`config.mk`:
```
export PLATFORM = sky130hd
export DESIGN_NAME = sorted_record_table
export DESIGN_NICKNAME = d
export VERILOG_FILES = /design/src/srt_pkg.sv /design/src/srt_ctrl.sv /design/src/srt_datapath.sv /design/src/sorted_record_table.sv
export SDC_FILE = /design/constraint.sdc
export NUM_CORES = 2
export LEC_CHECK = 0
export BUFFER_PORTS_ARGS = -buffer_cell sky130_fd_sc_hd__buf_2
export CORE_ASPECT_RATIO = 1.4
export CORE_UTILIZATION = 55
export CTS_CLUSTER_SIZE = 40
export DETAILED_ROUTE_END_ITERATION = 16
export PLACE_DENSITY_LB_ADDON = 0.05
export SETUP_SLACK_MARGIN = 0.05
export SYNTH_ARGS = -nofsm -noshare
export SYNTH_HDL_FRONTEND = slang
export SYNTH_SLANG_ARGS = --single-unit
```
`constraint.sdc`:
```
create_clock -name clk -period 10.83 [get_ports clk]
set_input_delay 1.6245 -clock clk [delete_from_list [all_inputs] [get_ports clk]]
set_output_delay 1.6245 -clock clk [all_outputs]
set_load 0.02 [all_outputs]
```
`src/srt_pkg.sv`:
```
`timescale 1ns / 1ps

package srt_pkg;

    localparam int KEY_W    = 16;
    localparam int GRADE_W  = 8;
    localparam int POS_W    = 4;
    localparam int COUNT_W  = 5;

    typedef enum logic [1:0] {
        ACT_INSERT = 2'd0,
        ACT_REMOVE = 2'd1,
        ACT_LOOKUP = 2'd2,
        ACT_READ   = 2'd3
    } action_t;

    typedef enum logic [1:0] {
        ST_OK        = 2'd0,
        ST_NOT_FOUND = 2'd1,
        ST_FULL      = 2'd2,
        ST_RANGE     = 2'd3
    } status_t;

    typedef struct packed {
        action_t              action;
        logic [KEY_W-1:0]     key;
        logic [GRADE_W-1:0]   grade;
        logic [POS_W-1:0]     position;
    } in_beat_t;

    typedef struct packed {
        status_t              status;
        logic [KEY_W-1:0]     key_out;
        logic [GRADE_W-1:0]   grade_out;
        logic [COUNT_W-1:0]   entry_count;
    } out_beat_t;

    // commands from the controller to the datapath
    typedef struct packed {
        logic load;
        logic cmp;
        logic upd;
    } ctrl_cmd_t;

endpackage

```
`src/srt_ctrl.sv`:
```
`timescale 1ns / 1ps

module srt_ctrl (
    input  logic              clk,
    input  logic              rst_n,
    input  logic              in_valid,
    output logic              in_stall,
    output logic              out_valid,
    input  logic              out_stall,
    output srt_pkg::ctrl_cmd_t cmd
);
    import srt_pkg::*;

    typedef enum logic [2:0] {
        S_IDLE = 3'b001,
        S_CMP  = 3'b010,
        S_UPD  = 3'b100
    } state_t;

    state_t state_reg, state_next;
    logic   out_valid_reg, out_valid_next;
    logic   upd_go;
    logic   accept;

    // commit only when the output register is free or draining
    assign upd_go   = (state_reg == S_UPD) && (!out_valid_reg || !out_stall);
    assign in_stall = !((state_reg == S_IDLE) || upd_go);
    assign accept   = in_valid && !in_stall;

    assign cmd.load = accept;
    assign cmd.cmp  = (state_reg == S_CMP);
    assign cmd.upd  = upd_go;

    assign out_valid = out_valid_reg;

    // next state
    always_comb
    begin
        state_next = state_reg;
        case (state_reg)
            S_IDLE:
            begin
                if (accept)
                    state_next = S_CMP;
            end
            S_CMP:
            begin
                state_next = S_UPD;
            end
            S_UPD:
            begin
                if (upd_go)
                    state_next = accept ? S_CMP : S_IDLE;
            end
            default:
            begin
                state_next = S_IDLE;
            end
        endcase
    end

    // output beat valid
    always_comb
    begin
        out_valid_next = out_valid_reg;
        if (upd_go)
            out_valid_next = 1'b1;
        else if (!out_stall)
            out_valid_next = 1'b0;
    end

    always_ff @(posedge clk or negedge rst_n)
    begin
        if (!rst_n)
        begin
            state_reg     <= S_IDLE;
            out_valid_reg <= 1'b0;
        end
        else
        begin
            state_reg     <= state_next;
            out_valid_reg <= out_valid_next;
        end
    end

    // an accepted beat always goes to compare next
    a_accept_to_cmp: assert property (@(posedge clk) disable iff (!rst_n)
        (in_valid && !in_stall) |=> cmd.cmp)
        else $error("accepted beat did not enter compare");

    // a commit follows a compare or a commit that was held back
    a_upd_after_cmp: assert property (@(posedge clk) disable iff (!rst_n)
        (state_reg == S_UPD) |-> ($past(cmd.cmp) || $past(state_reg == S_UPD)))
        else $error("update without a compare");

    // a commit never overwrites a result that is still stalled
    a_no_overwrite: assert property (@(posedge clk) disable iff (!rst_n)
        cmd.upd |-> (!out_valid_reg || !out_stall))
        else $error("result overwritten while stalled");

    a_cmp_upd_excl: assert property (@(posedge clk) disable iff (!rst_n)
        !(cmd.cmp && cmd.upd))
        else $error("compare and update in the same cycle");

endmodule

```
`src/srt_datapath.sv`:
```
`timescale 1ns / 1ps

module srt_datapath #(
    parameter int TABLE_DEPTH = 16,
    parameter int KEY_BITS    = 16
) (
    input  logic               clk,
    input  logic               rst_n,
    input  srt_pkg::ctrl_cmd_t cmd,
    input  srt_pkg::in_beat_t  in_beat,
    output srt_pkg::out_beat_t out_beat
);
    import srt_pkg::*;

    localparam int KW   = (KEY_BITS < KEY_W) ? KEY_BITS : KEY_W;
    localparam int CW   = $clog2(TABLE_DEPTH + 1);
    localparam int CMPW = CW + POS_W;
    localparam int RD   = (TABLE_DEPTH < (1 << POS_W)) ? TABLE_DEPTH : (1 << POS_W);

    // latched command
    action_t            act_reg;
    logic [KW-1:0]      key_reg;
    logic [GRADE_W-1:0] grade_reg;
    logic [POS_W-1:0]   pos_reg;

    // cell row, position 0 holds the largest key
    logic [KW-1:0]      cell_key_reg   [TABLE_DEPTH];
    logic [GRADE_W-1:0] cell_grade_reg [TABLE_DEPTH];
    logic [KW-1:0]      cell_key_next  [TABLE_DEPTH];
    logic [GRADE_W-1:0] cell_grade_next[TABLE_DEPTH];

    logic [CW-1:0]      count_reg, count_next;

    // per-cell compare flags
    logic [TABLE_DEPTH-1:0] gt_reg, gt_next;
    logic [TABLE_DEPTH-1:0] eq_reg, eq_next;
    logic [TABLE_DEPTH-1:0] hit;

    logic               full;
    logic               found;
    logic [GRADE_W-1:0] hit_grade;
    logic               pos_ok;
    logic [KW-1:0]      rd_key;
    logic [GRADE_W-1:0] rd_grade;
    logic               do_insert;
    logic               do_remove;
    out_beat_t          res_next;
    out_beat_t          out_reg;

    // input latch
    always_ff @(posedge clk)
    begin
        if (cmd.load)
        begin
            act_reg   <= in_beat.action;
            key_reg   <= in_beat.key[KW-1:0];
            grade_reg <= in_beat.grade;
            pos_reg   <= in_beat.position;
        end
    end

    // compare stage: each cell against the latched key
    always_comb
    begin
        for (int i = 0; i < TABLE_DEPTH; i++)
        begin
            gt_next[i] = (CW'(i) < count_reg) && (cell_key_reg[i] > key_reg);
            eq_next[i] = (CW'(i) < count_reg) && (cell_key_reg[i] == key_reg);
        end
    end

    always_ff @(posedge clk)
    begin
        if (cmd.cmp)
        begin
            gt_reg <= gt_next;
            eq_reg <= eq_next;
        end
    end

    // first match sits right after the run of larger keys
    always_comb
    begin
        hit_grade = '0;
        for (int i = 0; i < TABLE_DEPTH; i++)
        begin
            if (i == 0)
                hit[i] = eq_reg[i];
            else
                hit[i] = eq_reg[i] && gt_reg[(i == 0) ? 0 : i-1];
            if (hit[i])
                hit_grade = hit_grade | cell_grade_reg[i];
        end
    end

    assign found = |hit;
    assign full  = (count_reg == CW'(TABLE_DEPTH));

    // read at position
    assign pos_ok = CMPW'(pos_reg) < CMPW'(count_reg);
    always_comb
    begin
        rd_key   = '0;
        rd_grade = '0;
        for (int j = 0; j < RD; j++)
        begin
            if (pos_reg == POS_W'(j))
            begin
                rd_key   = cell_key_reg[j];
                rd_grade = cell_grade_reg[j];
            end
        end
    end

    assign do_insert = (act_reg == ACT_INSERT) && !full;
    assign do_remove = (act_reg == ACT_REMOVE) && found;

    // shift the cell row
    always_comb
    begin
        for (int i = 0; i < TABLE_DEPTH; i++)
        begin
            cell_key_next[i]   = cell_key_reg[i];
            cell_grade_next[i] = cell_grade_reg[i];
            if (do_insert && !gt_reg[i])
            begin
                if (i == 0 || gt_reg[(i == 0) ? 0 : i-1])
                begin
                    cell_key_next[i]   = key_reg;
                    cell_grade_next[i] = grade_reg;
                end
                else
                begin
                    cell_key_next[i]   = cell_key_reg[(i == 0) ? 0 : i-1];
                    cell_grade_next[i] = cell_grade_reg[(i == 0) ? 0 : i-1];
                end
            end
            else if (do_remove && !gt_reg[i] && (i < TABLE_DEPTH - 1))
            begin
                cell_key_next[i]   = cell_key_reg[(i < TABLE_DEPTH - 1) ? i+1 : i];
                cell_grade_next[i] = cell_grade_reg[(i < TABLE_DEPTH - 1) ? i+1 : i];
            end
        end
    end

    always_ff @(posedge clk)
    begin
        if (cmd.upd)
        begin
            for (int i = 0; i < TABLE_DEPTH; i++)
            begin
                cell_key_reg[i]   <= cell_key_next[i];
                cell_grade_reg[i] <= cell_grade_next[i];
            end
        end
    end

    // record count
    always_comb
    begin
        count_next = count_reg;
        if (do_insert)
            count_next = count_reg + CW'(1);
        else if (do_remove)
            count_next = count_reg - CW'(1);
    end

    always_ff @(posedge clk or negedge rst_n)
    begin
        if (!rst_n)
            count_reg <= '0;
        else if (cmd.upd)
            count_reg <= count_next;
    end

    // result beat
    always_comb
    begin
        res_next.status      = ST_OK;
        res_next.key_out     = '0;
        res_next.grade_out   = '0;
        res_next.entry_count = COUNT_W'(count_next);
        case (act_reg)
            ACT_INSERT:
            begin
                if (full)
                    res_next.status = ST_FULL;
            end
            ACT_REMOVE, ACT_LOOKUP:
            begin
                if (found)
                begin
                    res_next.key_out   = KEY_W'(key_reg);
                    res_next.grade_out = hit_grade;
                end
                else
                begin
                    res_next.status = ST_NOT_FOUND;
                end
            end
            ACT_READ:
            begin
                if (pos_ok)
                begin
                    res_next.key_out   = KEY_W'(rd_key);
                    res_next.grade_out = rd_grade;
                end
                else
                begin
                    res_next.status = ST_RANGE;
                end
            end
            default:
            begin
                res_next.status = ST_OK;
            end
        endcase
    end

    always_ff @(posedge clk)
    begin
        if (cmd.upd)
            out_reg <= res_next;
    end

    assign out_beat = out_reg;

    a_count_bound: assert property (@(posedge clk) disable iff (!rst_n)
        count_reg <= CW'(TABLE_DEPTH))
        else $error("record count beyond table depth");

    // at most one cell is the first match
    a_hit_onehot: assert property (@(posedge clk) disable iff (!rst_n)
        cmd.upd |-> $onehot0(hit))
        else $error("more than one first match");

    // the count moves by at most one per commit
    a_count_step: assert property (@(posedge clk) disable iff (!rst_n)
        cmd.upd |=> (count_reg == $past(count_reg)
                     || count_reg == $past(count_reg) + CW'(1)
                     || count_reg == $past(count_reg) - CW'(1)))
        else $error("record count jumped");

endmodule

```
`src/sorted_record_table.sv`:
```
`timescale 1ns / 1ps

// channel   direction  handshake          payload
// in        to block   in_valid/in_stall  in_beat   (action, key, grade, position)
// out       from block out_valid/out_stall out_beat (status, key_out, grade_out, entry_count)
//
// each beat first compares every cell against the key, then shifts the cell row
// and loads the output register
// a new beat is taken in the cycle that the previous one commits
// rst_n clears the record count and control state; the cells hold no reset value
// a stalled result holds the commit of the next beat until out_stall drops

module sorted_record_table #(
    parameter int TABLE_DEPTH = 16,
    parameter int KEY_BITS    = 16
) (
    input  logic               clk,
    input  logic               rst_n,
    input  logic               in_valid,
    output logic               in_stall,
    input  srt_pkg::in_beat_t  in_beat,
    output logic               out_valid,
    input  logic               out_stall,
    output srt_pkg::out_beat_t out_beat
);
    import srt_pkg::*;

    ctrl_cmd_t cmd;

    srt_ctrl u_ctrl (
        .clk       (clk),
        .rst_n     (rst_n),
        .in_valid  (in_valid),
        .in_stall  (in_stall),
        .out_valid (out_valid),
        .out_stall (out_stall),
        .cmd       (cmd)
    );

    srt_datapath #(
        .TABLE_DEPTH (TABLE_DEPTH),
        .KEY_BITS    (KEY_BITS)
    ) u_datapath (
        .clk      (clk),
        .rst_n    (rst_n),
        .cmd      (cmd),
        .in_beat  (in_beat),
        .out_beat (out_beat)
    );

endmodule
```
Yosys cells after proc, flatten, opt, wreduce, memory -nomap -nowiden --
Memories as Yosys holds them, arrays and structs flattened. Cells that the tools add are included.
Storage, ports and cells: register bits after elaboration 102, memories 2, input port bits 34, bits in writable memories 384
Memories:
- u_datapath.cell_key_reg | depth 16, width 16, read ports 16, clocked after memory_dff 0, wr ports 16, RTL line srt_datapath.sv:27 | logic [KW-1:0] cell_key_reg [TABLE_DEPTH];
- u_datapath.cell_grade_reg | depth 16, width 8, read ports 16, clocked after memory_dff 0, wr ports 16, RTL line srt_datapath.sv:28 | logic [GRADE_W-1:0] cell_grade_reg [TABLE_DEPTH];
Operators by class: add/subtract/negate cells 2, $lt $le $gt $ge 33, equal/unequal tests 41, reductions and logical operators 109, bitwise operators 15, multiplexer cells 157
Operators by type and width (number):
- 2-to-1 mux 16 bit | 62
- 2-to-1 mux 8 bit | 78
- equality test 16 bit | 16
- > comparator 16 bit | 16
- OR 8 bit | 15
- logical AND 1 bit | 82
- 2-to-1 mux 24 bit | 2
- one-hot mux 24 bit (2 select lines) | 1
- < comparator 4 x 5 -> 1 bit, first input constant | 8
- equality test 4 bit, second input constant | 8
- zero test 1 bit | 20
- < comparator 3 x 5 -> 1 bit, first input constant | 4
- equality test 4 x 3 -> 1 bit, second input constant | 4
- OR reduction 16 bit | 1
- < comparator 1 x 5 -> 1 bit, first input constant | 2
- < comparator 2 x 5 -> 1 bit, first input constant | 2
- 2-to-1 mux 5 bit | 2
- one-hot mux 3 bit (3 select lines) | 1
- equality test 4 x 2 -> 1 bit, second input constant | 2
- 2-to-1 mux 2 bit | 3
- 2-to-1 mux 3 bit | 2
- != test 2 x 1 -> 1 bit, second input constant | 3
- one-hot mux 2 bit (3 select lines) | 1
- adder 5 x 1 -> 5 bit, second input constant | 1
- other kinds (15) | 21

Longest topological paths before layout --
An unclocked memory read counts as a cell.
depth in word-level cells 34, depth in mapped cells 11

Hierarchy --
A second synthesis with hierarchy kept.
Unflattened totals: cells, all modules 3309, area, all modules 33532.2 sq um
Modules (own cells, without submodules):
- srt_datapath | area an instance 33305.7 sq um, sequential area each 14448.9 sq um, cells an instance 3285, instances 1
- srt_ctrl | area an instance 226.5 sq um, sequential area each 101.3 sq um, cells an instance 24, instances 1

Worst setup path after synthesis --
No wires, ideal clock.
kind input port to flip-flop, start point in out_stall, end point mem u_datapath.cell_grade_reg[1][2], in the netlist u_datapath.cell_grade_reg[0][10] (enable), setup time 0.405 ns, slack 6.426 ns, stages on the path 6, buffers on the path 1, data arrival time 3.999 ns, path through nand2_1 -> nand2_1 -> inv_1 -> nand2_2 -> buf_4 -> nor2_1
RTL lines:
- start, declared | RTL line sorted_record_table.sv:23 | input logic out_stall,
- end, declared | RTL line srt_datapath.sv:28

==> impl_metrics.ini <==
[cts]
cts_tree = built
cts_made_buffers = 51
htreeDepth = 2
clkTransAtPathRegs_ps = 60
cts-resized-gates = 0
cts_root_buffer = clkbuf_16
clk_path_buf_depth = 3
insertion_delay_ps = 620
hold_buffers = 0
postCtsSetupBuffers = 0
clock-sinks = 486

[placement]
hpwl_um = 97800
routabilityCongestion = 1.05
portBuffers = 66
dpl_cell_area_um2 = 34400

[yosys]
synth_top_area_cell = edfxtp_1
synthCells = 3303
async_flop_share_pct = 1.85
yosysWarnings = 0
syn_area_um2 = 33400
seq_area_frac_synth_pct = 43.6
synth_area_per_cell_um2 = 10.1
syn-num-nets = 3602
yosysTopAreaCellShare_pct = 42.9
synthTopCellsByCount = a21oi_1 (496), edfxtp_1 (477), nor2_1 (442), mux2i_1 (372), ha_1 (265)
ys.flop_type = edfxtp_1
synth_cell_types = 76
synth.area.top_cells = edfxtp_1 (43%), mux2i_1 (11%), ha_1 (9.9%)
synth-edff-count = 477
synth_seq_cells = 486
yosysMostFrequentCell = a21oi_1

[critical_path]
required_ps = 11200
crit_path_start_kind = flop
cpPeakStageDelay_ps = 1210
reg2regPathDepth = 8
rr_endpoint = u_datapath.out_beat[16]$_DFFE_PP_
path_cells = buf_4 > buf_4 > nor2b_1 > a22oi_1 > a31o_2 > a22oi_1 > o21ai_0 > a221oi_1
worstPathArrival_ps = 4650
worstSetupPathType = reg2reg
reg2reg_from = u_datapath.pos_reg[2]$_DFFE_PP_
end_kind = flop
slowest_stage = nor2b_1
r2r_slack_ps = 6550
crit_start = u_datapath.pos_reg[2]$_DFFE_PP_
cp_max_fo = 49

[power]
sequentialPowerShare_pct = 37.9
power.leakage_nw = 13.7
combPwrFrac_pct = 34.3
intPower_w = 0.00391
pwr_density_cell_nw_per_um2 = 177
clock_power_share_pct = 27.8
power.total_w = 0.00638
p_sw_w = 0.00247
irDropWorstVdd_v = 0.000213
power.share.switching_pct = 38.7

[drt]
drtAntennaViolNets = 0
route.detailed.drc = 0
dr.pass1.iters = 6
dr_total_vias = 29020
wl_um = 133000
vias_per_cell = 7.10
wl_per_cell_um = 32.5
first_iter_violations = 3770

[floorplanning]
die_y_um = 294
die_x_um = 210
row_count = 106
ios = 67
start_util_pct = 55.8
core_um2 = 59800
dieArea_um2 = 61700

[grt]
grt_max_degree = 123
grt_remaining_overflow = 0
grt_pass1_vias = 27918
antenna_found_initial = 3
grt_pass1_wl_um = 191000
grt.total_usage_pct = 42.5

[final_layout]
multi_input_area_um2 = 17700
syn2layout_area_growth_pct = 7.77
finalNetCount = 3534
fin_area_um2 = 36000
regArea_um2 = 14600
largest_reg_flops = 256
fillers = 5124
layout-drive-gt1-share_pct = 10.1

[hold_path]
hp-start = u_ctrl.state_reg[0]$_DFFE_PN1P_
hold_path_class = reg2reg
min_path_cells = 1
holdPathEnd = u_ctrl.state_reg[2]$_DFFE_PN0P_

[sta]
max-slew-margin-rel_pct = 2.16
rsz0062_at_grt = no
drv_slew = 0
fin_crit_ps = 4280
hold_violations = 0
clock_skew_ps = 19.0
finalSetupViolCount = 0
tns_ps = 0
max_freq_ghz = 0.233
fin_crit_sh_pct = 39.6
worst_pin_slew_ps = 1460

[status]
status = finished, final reports clean

[job]
drv_cap = 0
==> stage by stage <==
stage	utilization (%)	worst slack, ps	cells	hold WS (ps)
after detailed placement	57.5	6830	3992	522
after global routing	60.1	6610	4083	555
after global placement	57.4	6750	3991	510
after floorplan	-	6430	3303	485
after CTS	60.1	6820	4083	538
final	60.1	6550	4086	534
==> cell families after synthesis <==
family	Yosys count	synth area share, %
xor+xnor	8	0.210
simple gates	791	10.7
fa+ha+maj	265	9.93
flops	486	43.6
buf+inv	331	4.00
mux	442	14.0
compound gates	980	17.7
==> routing by layer <==
metal	track usage, %	vias up	part of all wire [%]
met4	24.1	4	6.2
met3	8.59	425	11
met5	0	-	0.020
li1	-	12401	-
met1	54.3	14191	37
met2	67.3	1999	45
==> layout make-up <==
type | instances | area share [%]
inverter | 80 | 0.835
multi-input combinational | 2486 | 49.1
antenna | 3 | 0.0209
tap | 810 | 2.82
timing repair buffer | 130 | 2.31
clock inverter | 26 | 0.744
sequential | 486 | 40.4
clock buffer | 65 | 3.72
==> placed cells by master (no fill, tap or decap), drive strengths merged, types with 9 or more instances in the layout <==
cell type	count
nor2b	35
o211ai	15
inv	81
a32oi	9
ha	265
buf	130
o22ai	33
a21oi	496
o21a	18
a211oi	25
o21ai	144
o221ai	10
nor3	34
nand4	67
a221oi	23
and2	21
nor2	442
clkinv	15
a31oi	13
nor4	10
a22o	9
a22oi	82
nand3	23
edfxtp	477
nand2b	13
mux2	57
clkbuf	65
nand2	106
mux4	13
mux2i	372
a21o	31
==> power groups by stage <==
stage / clock network, W / logic (W) / registers, W
final: 0.00177 / 0.00219 / 0.00242
after global routing: 0.00183 / 0.00231 / 0.00242
after CTS: 0.00178 / 0.00211 / 0.00240
after detailed placement: 0 / 0.00210 / 0.00244
after global placement: 0 / 0.00205 / 0.00244
after floorplan: 0 / 0.00146 / 0.00230
==> critical path: cells and delay by family, from the launching register on <==
family                 cells  cell delay [ps]
buffers and inverters      2             1060
AO/OA/AOI/OAI              5             1380
flip-flops                 1              330
AND/OR/NAND/NOR            1             1210
==> worst max path at each step <==
stage	to	cells past startpoint
2_1_floorplan	u_datapath.cell_grade_reg[0][10]$_DFFE_PP_	6
3_3_place_gp	u_datapath.out_beat[6]$_DFFE_PP_	8
3_5_place_dp	u_datapath.out_beat[16]$_DFFE_PP_	8
4_1_cts	u_datapath.out_beat[16]$_DFFE_PP_	8
5_1_grt	u_datapath.out_beat[16]$_DFFE_PP_	8
6_report	u_datapath.out_beat[16]$_DFFE_PP_	8
Note: power is estimated with default switching activity, not from simulation.
